## config.mk

```make
export PLATFORM = sky130hd
export DESIGN_NAME = tcp_option_order_matcher_core_flat
export DESIGN_NICKNAME = d
export VERILOG_FILES = /design/src/sv/toom_pkg.sv /design/src/sv/toom_if.sv /design/src/sv/tcp_option_order_matcher_core.sv /design/src/sv/toom_locate.sv /design/src/sv/toom_cell.sv /design/src/flat_wrapper.sv
export SDC_FILE = /design/constraint.sdc
export NUM_CORES = 1
export LEC_CHECK = 0
export BUFFER_PORTS_ARGS = -buffer_cell sky130_fd_sc_hd__clkbuf_2
export CAP_MARGIN = 10
export CORE_UTILIZATION = 24
export DETAILED_ROUTE_END_ITERATION = 7
export GPL_TIMING_DRIVEN = 0
export PLACE_DENSITY = 0.48
export RECOVER_POWER = 100
export SLEW_MARGIN = 30
export SYNTH_ARGS = -nofsm -noshare
export SYNTH_HDL_FRONTEND = slang
export SYNTH_HIERARCHICAL = 1
export SYNTH_SLANG_ARGS = --single-unit
```

## constraint.sdc

```tcl
create_clock -name clk -period 7.85 [get_ports clk]
set_input_delay 1.1775 -clock clk [delete_from_list [all_inputs] [get_ports clk]]
set_output_delay 1.1775 -clock clk [all_outputs]
set_load 0.02 [all_outputs]
```

## src/sv/toom_pkg.sv

```systemverilog
// Shared types and constants of the TCP option order matcher.
// No dependencies; compiled first.
package toom_pkg;

	localparam int WordW     = 64;
	localparam int FieldBits = 3;
	localparam int FieldCount = 22;
	localparam int PosW      = 5;
	localparam int NumCodes  = 4;
	localparam int ClassW    = 2;

	localparam logic [FieldBits-1:0] FieldMask = 3'h7;

	// Option codes that take part in the ordering check
	localparam logic [FieldBits-1:0] CodeMss  = 3'd1;
	localparam logic [FieldBits-1:0] CodeSack = 3'd4;

	// Result classes
	localparam logic [ClassW-1:0] ClassViolated = 2'd0;
	localparam logic [ClassW-1:0] ClassInOrder  = 2'd1;
	localparam logic [ClassW-1:0] ClassIdentical = 2'd2;

	// Token that travels down the cell chain
	typedef struct packed {
		logic [WordW-1:0]                 rest;      // target fields not yet checked
		logic [NumCodes-1:0]              found;     // code present in signature
		logic [NumCodes-1:0][PosW-1:0]    pos;       // first signature position per code
		logic                             identical;
		logic                             have_mark;
		logic [PosW-1:0]                  mark;
		logic                             violated;
	} tok_t;

endpackage

```

## src/sv/toom_if.sv

```systemverilog
// Valid/ready channel interfaces for the option order matcher.
// Depends on toom_pkg.
interface toom_in_if;
	import toom_pkg::*;

	logic             valid;
	logic             ready;
	logic [WordW-1:0] target_options;
	logic [WordW-1:0] signature_options;

	modport source (output valid, output target_options, output signature_options, input ready);
	modport sink   (input valid, input target_options, input signature_options, output ready);
endinterface

interface toom_out_if;
	import toom_pkg::*;

	logic              valid;
	logic              ready;
	logic [ClassW-1:0] match_class;

	modport source (output valid, output match_class, input ready);
	modport sink   (input valid, input match_class, output ready);
endinterface

```

## src/sv/tcp_option_order_matcher_core.sv

```systemverilog
// TCP option order matcher: grades two packed option lists by ordering.
// Channels on toom_in_if / toom_out_if; locate stage feeds a chain of 22 cells.
// Depends on toom_pkg, toom_if.sv, toom_locate, toom_cell.
//
// Usage:
//   item   : valid/ready input; one transfer carries target_options and
//            signature_options (64 bits each, 3-bit codes from the LSB).
//   result : valid/ready output; one transfer per item carries match_class
//            (2 identical, 1 in order, 0 order violated).
// There are 23 register stages: one stage locates the first signature
// position of each of the four codes, then one cell per target field
// (22 fields) checks that field against the running mark.
// One item is accepted per cycle while the receiver does not stall; every
// stage holds its own item, so up to 23 items are in flight.
// When the receiver stalls, each stage holds its token and ready falls back
// stage by stage; empty stages keep filling until the chain is full.
// Reset clears the valid flag of every stage; no item is in flight after it.
module tcp_option_order_matcher_core (
	input  logic      clk,
	input  logic      arst_n,
	toom_in_if.sink   item,
	toom_out_if.source result
);
	import toom_pkg::*;

	logic chain_valid [FieldCount+1];
	logic chain_ready [FieldCount+1];
	tok_t chain_tok   [FieldCount+1];
	tok_t last_tok;

	toom_locate u_locate (
		.clk       (clk),
		.arst_n    (arst_n),
		.in_valid  (item.valid),
		.in_ready  (item.ready),
		.target    (item.target_options),
		.signature (item.signature_options),
		.out_valid (chain_valid[0]),
		.out_ready (chain_ready[0]),
		.out_tok   (chain_tok[0])
	);

	// One cell per target field
	for (genvar k = 0; k < FieldCount; k++) begin : g_cell
		toom_cell u_cell (
			.clk       (clk),
			.arst_n    (arst_n),
			.in_valid  (chain_valid[k]),
			.in_ready  (chain_ready[k]),
			.in_tok    (chain_tok[k]),
			.out_valid (chain_valid[k+1]),
			.out_ready (chain_ready[k+1]),
			.out_tok   (chain_tok[k+1])
		);
	end

	assign last_tok                = chain_tok[FieldCount];
	assign result.valid            = chain_valid[FieldCount];
	assign chain_ready[FieldCount] = result.ready;

	// Grade the finished token
	always_comb begin
		priority if (last_tok.identical) begin
			result.match_class = ClassIdentical;
		end else if (last_tok.violated) begin
			result.match_class = ClassViolated;
		end else begin
			result.match_class = ClassInOrder;
		end
	end
endmodule

```

## src/sv/toom_locate.sv

```systemverilog
// Head stage: finds the first signature position of each important code.
// Depends on toom_pkg.
module toom_locate (
	input  logic                          clk,
	input  logic                          arst_n,
	input  logic                          in_valid,
	output logic                          in_ready,
	input  logic [toom_pkg::WordW-1:0]    target,
	input  logic [toom_pkg::WordW-1:0]    signature,
	output logic                          out_valid,
	input  logic                          out_ready,
	output toom_pkg::tok_t                out_tok
);
	import toom_pkg::*;

	localparam int PadW = FieldBits * FieldCount;

	logic [PadW-1:0] sig_pad;
	tok_t            tok_d;
	logic            valid_s1;
	tok_t            tok_s1;

	assign sig_pad = {{(PadW - WordW){1'b0}}, signature};

	// Priority search from the top so the lowest match wins
	always_comb begin
		tok_d           = '0;
		tok_d.rest      = target;
		tok_d.identical = (target == signature);
		for (int c = 0; c < NumCodes; c++) begin
			for (int j = FieldCount - 1; j >= 0; j--) begin
				if (sig_pad[j*FieldBits +: FieldBits] == (CodeMss + FieldBits'(c))) begin
					tok_d.found[c] = 1'b1;
					tok_d.pos[c]   = PosW'(j);
				end
			end
		end
	end

	assign in_ready  = !valid_s1 || out_ready;
	assign out_valid = valid_s1;
	assign out_tok   = tok_s1;

	// Advance on transfer
	always_ff @(posedge clk or negedge arst_n) begin
		if (!arst_n) begin
			valid_s1 <= 1'b0;
		end else if (in_ready) begin
			valid_s1 <= in_valid;
		end
	end

	always_ff @(posedge clk) begin
		if (in_valid && in_ready) begin
			tok_s1 <= tok_d;
		end
	end
endmodule

```

## src/sv/toom_cell.sv

```systemverilog
// One cell of the order-check chain: checks one target field, then hands on.
// Depends on toom_pkg.
module toom_cell (
	input  logic           clk,
	input  logic           arst_n,
	input  logic           in_valid,
	output logic           in_ready,
	input  toom_pkg::tok_t in_tok,
	output logic           out_valid,
	input  logic           out_ready,
	output toom_pkg::tok_t out_tok
);
	import toom_pkg::*;

	logic [FieldBits-1:0]        code;
	logic [$clog2(NumCodes)-1:0] idx;
	logic                        important;
	logic                        hit;
	tok_t                        tok_d;
	logic                        valid_q;
	tok_t                        tok_q;

	assign code      = in_tok.rest[FieldBits-1:0] & FieldMask;
	assign important = (code >= CodeMss) && (code <= CodeSack);
	assign idx       = $clog2(NumCodes)'(code - CodeMss);
	assign hit       = important && in_tok.found[idx];

	// Move the mark, flag a step backward
	always_comb begin
		tok_d      = in_tok;
		tok_d.rest = in_tok.rest >> FieldBits;
		if (hit) begin
			if (in_tok.have_mark && (in_tok.pos[idx] < in_tok.mark)) begin
				tok_d.violated = 1'b1;
			end
			tok_d.mark      = in_tok.pos[idx];
			tok_d.have_mark = 1'b1;
		end
	end

	assign in_ready  = !valid_q || out_ready;
	assign out_valid = valid_q;
	assign out_tok   = tok_q;

	always_ff @(posedge clk or negedge arst_n) begin
		if (!arst_n) begin
			valid_q <= 1'b0;
		end else if (in_ready) begin
			valid_q <= in_valid;
		end
	end

	always_ff @(posedge clk) begin
		if (in_valid && in_ready) begin
			tok_q <= tok_d;
		end
	end
endmodule
```

## src/flat_wrapper.sv

```systemverilog
// flat-port wrapper written by rule: the top's interface ports become plain ports
module tcp_option_order_matcher_core_flat import toom_pkg::*;
  (clk, arst_n, item_valid, item_target_options, item_signature_options, item_ready, result_valid, result_match_class, result_ready);
  toom_in_if item_i ();
  toom_out_if result_i ();
  input  logic clk;
  input  logic arst_n;
  input wire logic [$bits(item_i.valid)-1:0] item_valid;
  input wire logic [$bits(item_i.target_options)-1:0] item_target_options;
  input wire logic [$bits(item_i.signature_options)-1:0] item_signature_options;
  output wire logic [$bits(item_i.ready)-1:0] item_ready;
  output wire logic [$bits(result_i.valid)-1:0] result_valid;
  output wire logic [$bits(result_i.match_class)-1:0] result_match_class;
  input wire logic [$bits(result_i.ready)-1:0] result_ready;
  assign item_i.valid = item_valid;
  assign item_i.target_options = item_target_options;
  assign item_i.signature_options = item_signature_options;
  assign item_ready = item_i.ready;
  assign result_valid = result_i.valid;
  assign result_match_class = result_i.match_class;
  assign result_i.ready = result_ready;
  tcp_option_order_matcher_core u_core (.clk(clk), .arst_n(arst_n), .item(item_i), .result(result_i));
endmodule
```

## Word-level counts from Yosys, hierarchy flattened

Index checks and enable logic that the tools add are counted.
W data, S select, Z words.

| storage, ports and cells | value |
|---|---|
| bits in registers | 1,436 |
| bits in latches | 0 |
| bits in writable memories | 0 |
| ROM bits | 0 |
| output and inout bits | 4 |
| word-level logic and storage cells | 825 |
| memories kept | 0 |

| operators by class | value |
|---|---|
| add/sub/neg operators | 22 |
| $mul | 0 |
| divide/modulo/power cells | 0 |
| $lt $le $gt $ge | 87 |
| equal/unequal tests | 85 |
| shift operators | 0 |
| mux-type cells | 217 |
| bitwise logic cells | 0 |
| reductions and logical operators | 154 |

Operator list:

| kind | count |
|---|---|
| $bmux W5 S2 | 22 |
| $mux W5 | 43 |
| $mux W4 | 32 |
| $eq A3 B2 Y1 const B | 42 |
| $mux W6 | 20 |
| $lt A5 B5 Y1 | 21 |
| $logic_and A1 B1 Y1 | 88 |
| $lt A2 B3 Y1 const B | 22 |
| $eq A64 B64 Y1 | 1 |
| $reduce_or A16 Y1 | 4 |
| $eq A3 B1 Y1 const B | 21 |
| $eq A3 B3 Y1 const B | 21 |
| $ge A3 B1 Y1 const B | 21 |
| $le A3 B3 Y1 const B | 21 |
| $reduce_or A20 Y1 | 3 |
| $mux W1 | 53 |
| $mux W3 | 16 |
| $bmux W1 S2 | 22 |
| $sub A2 B1 Y2 const B | 21 |
| $reduce_or A8 Y1 | 4 |
| $logic_not A1 Y1 | 23 |
| $logic_or A1 B1 Y1 | 23 |
| $reduce_or A21 Y1 | 1 |
| $mux W2 | 9 |
| 5 further kinds | 11 |

## Depth between registers and ports, before layout

Gate-level depths: netlist of the first run.

| logic depth | value |
|---|---|
| depth after elaboration | 25 |
| mapped depth | 24 |

## By module

The synthesis of the first run kept the hierarchy.

By module, submodules not included:

| module | instances | cells each | area each (um^2) | seq. area each (um^2) |
|---|---|---|---|---|
| toom_cell | 22 | 138 | 3,271.9 | 2,817.7 |
| toom_locate | 1 | 455 | 5,207.5 | 2,697.6 |
| tcp_option_order_matcher_core | 1 | 1 | 3.8 | 0.0 |

## Worst setup path before layout of the first run

OpenSTA, ideal clock, no wires.

| timing | value |
|---|---|
| kind | input to register |
| start | input port result_ready |
| end | register u_core.u_locate.tok_s1, in the netlist u_core/u_locate/out_tok[10], enable pin |
| library setup time | 0.457 ns |
| data arrival time | 6.213 ns |
| data required time | 7.393 ns |
| setup slack | 1.180 ns |
| stages | 24 |
| buffers on the path | 0 |
| cells stage by stage | nand2b_1 nand2b_1 nand2b_1 nand2b_1 nand2b_1 nand2b_1 nand2b_1 nand2b_1 nand2b_1 nand2b_1 nand2b_1 nand2b_1 nand2b_1 nand2b_1 nand2b_1 nand2b_1 nand2b_1 nand2b_1 nand2b_1 nand2b_1 nand2b_1 nand2b_1 nand2b_1 and2_1 |

RTL lines:

| element | RTL line | RTL |
|---|---|---|
| start: declaration | flat_wrapper.sv:14 | `input wire logic [$bits(result_i.ready)-1:0] result_ready;` |
| end signal: assignment | toom_locate.sv:55 | `tok_s1 <= tok_d;` |
| end: declaration | toom_locate.sv:21 | `tok_t tok_s1;` |

==> run metrics, run 1 <==
outcome finished with violations; failing checks max-capacitance violations, max-slew violations; worst setup path startpoint result_ready; Initial Util between 20 and 25%; met2 usage between 10% and 20%; later-pin clock latency in the skew report 0.76 ns; first-pass iteration count of the detailed router 4; WL final about 90 mm; vias in the first global route about 25000; Finish-stage setup viols 0; GR peak layer met2; largest net degree at the start of global routing 52; Final ANT Viol Nets 0; wire per inst ~15 µm; element type at the critical path end primary output; drc violations 0; max-slew violation count ~1000; WS Path Type primary input to primary output; IO Count 136; leak pwr ~0.022 µW; min Tclk post-route between 7 and 8 ns; Final period util approximately nine tenths; worst reg2reg path depth 21; Hold Path Class flop to flop; RSZ-0062 raised after global routing no; setup bufs post-CTS 0; routability cong. between 0.7 and 0.8; clk sink count 1477; Relative slew margins -101%; Hold Buf Count CTS 0; worst clock skew about 0.032 ns; met3 Use GR ~1.8%; Die Wd between 400 and 500 µm; hold_ws roughly 0.40 ns; Fmax 0.140 GHz; final hold vios 0; initial antenna violation count 2; post-cts gate resize count 0; Critical Path RT ~6.7 ns; Final Util roughly 28%; Hold Startpoint u_core/g_cell[5].u_cell/out_tok[73]$_DFFE_PP_; clock tree buffer depth 3; flop-to-flop setup slack approximately 1.1 ns; Yosys warning total 6; Via density around 3.8; Layout area overhead 16.0%; VDD IR max 0.157 mV; htree depth 4; Slew @ Worst Pin approximately 3 ns; Cell Pwr Density about 270 nW/µm²; grt total ovfl 0; Die Span Y a little under 500 µm; Arrival @ worst endpoint between 5 and 6 ns; crit path max fanout 3; clk root buf clkbuf_16; die area around 240000 µm²; setup_tns 0 ns; row cnt ~180; FF-to-FF End u_core/g_cell[3].u_cell/out_tok[84]$_DFFE_PP_; Core Box Area 233000 µm²; nets between 3000 and 4000; met1 usage 8.77%; Post-Syn Instances 2720; hold endpoint u_core/g_cell[6].u_cell/out_tok[70]$_DFFE_PP_; syn_area_per_cell 20.6 µm²; clock buffer count from CTS 150; Detailed Route Iter0 Violations roughly 1200; share of cells above drive strength 1 ~17%; Netlist Area Pre-Place 56100 µm²; Tot GR Track Use 7.80%; RR Startpoint u_core/g_cell[21].u_cell/out_valid$_DFFE_PN0N_; DPL Wire Length 67.9 mm; input/output buffers ~130; MaxCap Viol Count 25; CTS tree done; worst hold stages 0; clock-pin slew on the worst setup and hold paths approximately 0.06 ns; Critical Path Start Type primary input; vias roughly 24000; first-pass GRT wire length around 140 mm
-- layer usage --
layer	wire length (µm)	vias to the layer above
li1	-	11400
met1	37600	11500
met2	48500	414
met3	3820	182
met4	2510	2
met5	11	-
-- worst max-delay path by stage --
stage / to / slack [ns] / cells past startpoint
after floorplan: u_core/u_locate/out_tok[10]$_SDFFCE_PP0P_ / 1.18 / 24
after global placement: u_core/u_locate/out_tok[89]$_DFFE_PP_ / -0.81 / 25
after detailed placement: item_ready / 0.66 / 25
after CTS: item_ready / 0.57 / 25
after global routing: u_core/g_cell[3].u_cell/out_tok[84]$_DFFE_PP_ / 0.20 / 22
final: item_ready / 0.73 / 25
-- registers in the layout (all words and copies together) (netlist names) --
register and cells:
u_core/u_locate/out_valid 1, u_core/g_cell.u_cell/out_tok 1365, u_core/u_locate/out_tok 89, u_core/g_cell.u_cell/out_valid 22
-- report_power, final --
group | leakage [µW] | internal (µW) | switching, µW
clock network | 0.00237 | 4000 | 2920
logic | 0.00550 | 561 | 834
registers | 0.0145 | 9350 | 185
-- layout make-up --
type / count / area [µm²]
clock inverters: 83 / 833
flip-flops and latches: 1477 / 44200
clock buffers: 187 / 4000
multi-input cells: 1034 / 10600
repair buffers: 153 / 747
inverters: 183 / 687
plain buffers: 33 / 176
well taps: 3043 / 3810
diodes: 1 / 2.50
fillers: 23000 / 167000
-- critical path: stages --
cell      delay, ns
clkbuf_2       0.09
nand2b_1       0.17
nand2b_1       0.19
nand2b_1       0.19
nand2b_1       0.19
nand2b_1       0.19
nand2b_1       0.19
nand2b_1       0.19
nand2b_1       0.19
nand2b_1       0.19
nand2b_1       0.19
nand2b_1       0.19
nand2b_1       0.19
nand2b_1       0.19
nand2b_1       0.19
nand2b_1       0.20
nand2b_1       0.19
nand2b_1       0.20
nand2b_1       0.20
nand2b_1       0.21
nand2b_1       0.21
nand2b_1       0.21
nand2b_1       0.20
nand2b_1       0.22
clkbuf_1       0.21
-- metrics by stage --
| stage | area [µm²] | worst slack, ns | instances | power [µW] |
|---|---|---|---|---|
| after floorplan | 56100 | 1.18 | 2727 | 10700 |
| after global placement | 60600 | -0.811 | 5903 | 11200 |
| after detailed placement | 61200 | 0.657 | 5923 | 11200 |
| after CTS | 66000 | 0.566 | 6193 | 18300 |
| after global routing | 65100 | 0.204 | 6194 | 18600 |
| final | 65100 | 0.732 | 6194 | 17900 |
-- placed cells by master (no fill, tap or decap), types with 22 or more instances in the layout --
cell type	n
clkinv_2	31
ha_1	132
and2_0	22
or4_4	22
and4_1	23
nor2_1	35
mux2_2	83
clkbuf_1	138
mux2_1	22
nor2b_1	30
edfxtp_1	1454
mux4_1	44
clkbuf_16	153
nand2_1	22
nor3b_1	50
mux4_2	88
a211oi_1	29
clkbuf_2	62
inv_1	183
nand2b_1	96
o21a_1	22
clkinv_1	22
dfrtp_1	23
nand3_1	30
xor2_1	64
o21ai_0	53
nor4_1	27
(Power assumes the default switching activity.)
==> inputs of run 2 (changes only) <==
- CELL_PAD_IN_SITES_DETAIL_PLACEMENT: unset -> 1
- CELL_PAD_IN_SITES_GLOBAL_PLACEMENT: unset -> 1
- PLACE_DENSITY: 0.48 -> unset
- PLACE_DENSITY_LB_ADDON: unset -> 0.1
- clock period: 7.85 -> 8.7 ns (I/O delays scaled with it)
==> run metrics, run 2 (synthesis results as in run 1) <==
outcome finished with violations; failing checks max-capacitance violations, max-slew violations; Die Wd 486 µm (unchanged); clock-pin slew on the worst setup and hold paths 0.05 ns (about the same); Final ANT Viol Nets 0 (unchanged); nets 3317 (+0.64%); Pint 12900 µW (-7.2%); Tot GR Track Use 9.64% (+1.8 points); later-pin clock latency in the skew report 0.81 ns (+0.05 ns); max reg flops 1365 (unchanged); vias 24400 (+3.5%); share of cells above drive strength 1 16.6% (about the same); CTS tree done; IO Count 136 (unchanged); setup_tns 0 ns (unchanged); worst clock skew 0.0558 ns (+0.0239 ns); dpl cells 5923 (unchanged); largest net degree at the start of global routing 54 (+3.8%); P_sw 3830 µW (-2.8%); RR Startpoint u_core/g_cell[21].u_cell/out_valid$_DFFE_PN0N_; die area 236000 µm² (unchanged); Core Box Area 233000 µm² (unchanged); clk root buf clkbuf_16; sw frac 22.9% (+0.81 points); Reg area 44200 µm² (unchanged); Hold Buf Count CTS 0 (unchanged); Via density 3.91 (+2.8%); grt total ovfl 0 (unchanged); multi-input logic area 10600 µm² (about the same); htree depth 4 (unchanged); post-cts gate resize count 0 (unchanged); Finish-stage setup viols 0 (unchanged); Relative slew margins -117% (-16 points); clock buffer count from CTS 171 (+14%); vias in the first global route 27300 (+9.6%); min Tclk post-route around 7.4 ns; row cnt 177 (unchanged); Layout area overhead 16.9%; Cell Pwr Density 255 nW/µm² (-7.0%); VDD IR max 0.138 mV (-12%); first-pass GRT wire length 172 mm (+20%); input/output buffers 133 (unchanged); Initial Util 24.1% (unchanged); Critical Path RT 9.19 ns (+2.52 ns); worst reg2reg path depth 19 (-9.5%); max-slew violation count 1031 (+0.29%); RSZ-0062 raised after global routing no; MaxCap Viol Count 25 (unchanged); FF-to-FF End u_core/g_cell[5].u_cell/out_tok[30]$_DFFE_PP_; clk sink count 1477 (unchanged); WS Path Type primary input to flop; first-pass iteration count of the detailed router 4 (unchanged); fillers 23800 (+3.4%); clock tree buffer depth 3 (unchanged); crit path to u_core/u_locate/out_tok[34]$_DFFE_PP_; DPL Wire Length 85.4 mm (+26%); Seq pwr share 51.6% (-1.8 points); Critical Path Start Type primary input; final hold vios 0 (unchanged); routability cong. 0.770 (-3.6%); Die Span Y 486 µm (unchanged); commonest non-fill, non-tap cell in the layout edfxtp_1; wire per inst 18.2 µm (+22%); setup bufs post-CTS 0 (unchanged); Comb pwr share 7.9% (about the same); most frequent cells in the layout edfxtp_1, inv_1, clkbuf_16, clkbuf_1, ha_1; Detailed Route Iter0 Violations 1009 (-13%); crit path max fanout 47 (+44); WL final 113 mm (+23%); element type at the critical path end flop; leak pwr 0.0226 µW (+1.0%); drc violations 0 (unchanged); Clk network pwr share 40.5% (+1.7 points); worst setup path startpoint result_ready; post-route insts no fill 6233 (+0.63%); Final period util ~85%; Slew @ Worst Pin 3.26 ns (+0.244 ns); Hold Path Class flop to flop; Fmax 0.135 GHz; initial antenna violation count 5 (+3); Arrival @ worst endpoint 7.89 ns (+1.95 ns); flop-to-flop setup slack 1.59 ns (+0.54 ns)
==> run 2: changes by cell type in the layout (fill, tap and decap cells not counted), sizes merged <==
cell | before | now
buf | 16 | 15
bufinv | 11 | 9
clkbuf | 357 | 388
clkinv | 60 | 69
clkinvlp | 4 | 3
diode | 1 | 5
inv | 191 | 190
==> run 2: metal layers <==
metal	global-route usage, %	wire length (µm)	up-vias	part of all wire [%]
met3	2.16	4460	210	3.9
met2	16.1	54100	442	48
met5	0	18	-	0.016
met1	11.9	50800	12300	45
li1	-	-	11500	-
met4	3.98	3890	2	3.4
==> run 2: how the worst min path moves through the flow <==
stage	start	to	cells after the start	slack (ns)
after floorplan	u_core/u_locate/out_tok[35]$_DFFE_PP_	u_core/g_cell[0].u_cell/out_tok[32]$_DFFE_PP_	0	0.40
after global placement	u_core/g_cell[13].u_cell/out_tok[40]$_DFFE_PP_	u_core/g_cell[14].u_cell/out_tok[37]$_DFFE_PP_	0	0.40
after detailed placement	u_core/g_cell[0].u_cell/out_tok[42]$_DFFE_PP_	u_core/g_cell[1].u_cell/out_tok[39]$_DFFE_PP_	0	0.41
after CTS	u_core/g_cell[0].u_cell/out_tok[35]$_DFFE_PP_	u_core/g_cell[1].u_cell/out_tok[32]$_DFFE_PP_	0	0.40
after global routing	u_core/g_cell[0].u_cell/out_tok[35]$_DFFE_PP_	u_core/g_cell[1].u_cell/out_tok[32]$_DFFE_PP_	0	0.41
final	u_core/g_cell[0].u_cell/out_tok[35]$_DFFE_PP_	u_core/g_cell[1].u_cell/out_tok[32]$_DFFE_PP_	0	0.40
==> run 2: area by class of cell <==
type,instances,area share [%]
Inverter,183,1.05
Antenna cell,5,0.0191
Tap cell,3043,5.80
Clock buffer,217,6.90
Multi-Input combinational cell,1034,16.1
Timing Repair Buffer,153,1.11
Sequential cell,1477,67.4
Buffer,33,0.269
Clock inverter,88,1.29
==> run 2: worst max-delay path, cell delays in order <==
cell and delay (ns):
clkbuf_2 0.08, nand2b_1 0.18, nand2b_1 0.28, nand2b_1 0.24, nand2b_1 0.19, nand2b_1 0.18, nand2b_1 0.18, nand2b_1 0.18
nand2b_1 0.18, nand2b_1 0.18, nand2b_1 0.18, nand2b_1 0.18, nand2b_1 0.18, nand2b_1 0.18, nand2b_1 0.18, nand2b_1 0.18
nand2b_1 0.19, nand2b_1 0.19, nand2b_1 0.20, nand2b_1 0.19, nand2b_1 0.19, nand2b_1 0.19, nand2b_1 0.19, nand2b_1 0.23
and2_0 1.33, buf_16 0.66
==> run 2: through the flow <==
step | setup WS (ns) | power, µW | area (µm²) | hold WS (ns) | utilization [%]
after detailed placement | 1.32 | 10200 | 61200 | 0.405 | 26.3
after floorplan | 1.90 | 9610 | 56100 | 0.400 | -
after global placement | -0.0118 | 10200 | 60600 | 0.405 | 26.1
after global routing | 0.409 | 17500 | 65600 | 0.411 | 28.2
after CTS | 1.23 | 17200 | 66600 | 0.401 | 28.6
final | 1.30 | 16700 | 65600 | 0.404 | 28.2
==> run 2: power groups by stage <==
stage / Combinational, µW / Clock, µW / Sequential (µW)
2_1_floorplan: 928 / 0 / 8680
3_3_place_gp: 1360 / 0 / 8810
3_5_place_dp: 1450 / 0 / 8780
4_1_cts: 1450 / 7090 / 8640
5_1_grt: 1480 / 7320 / 8700
6_report: 1320 / 6780 / 8640
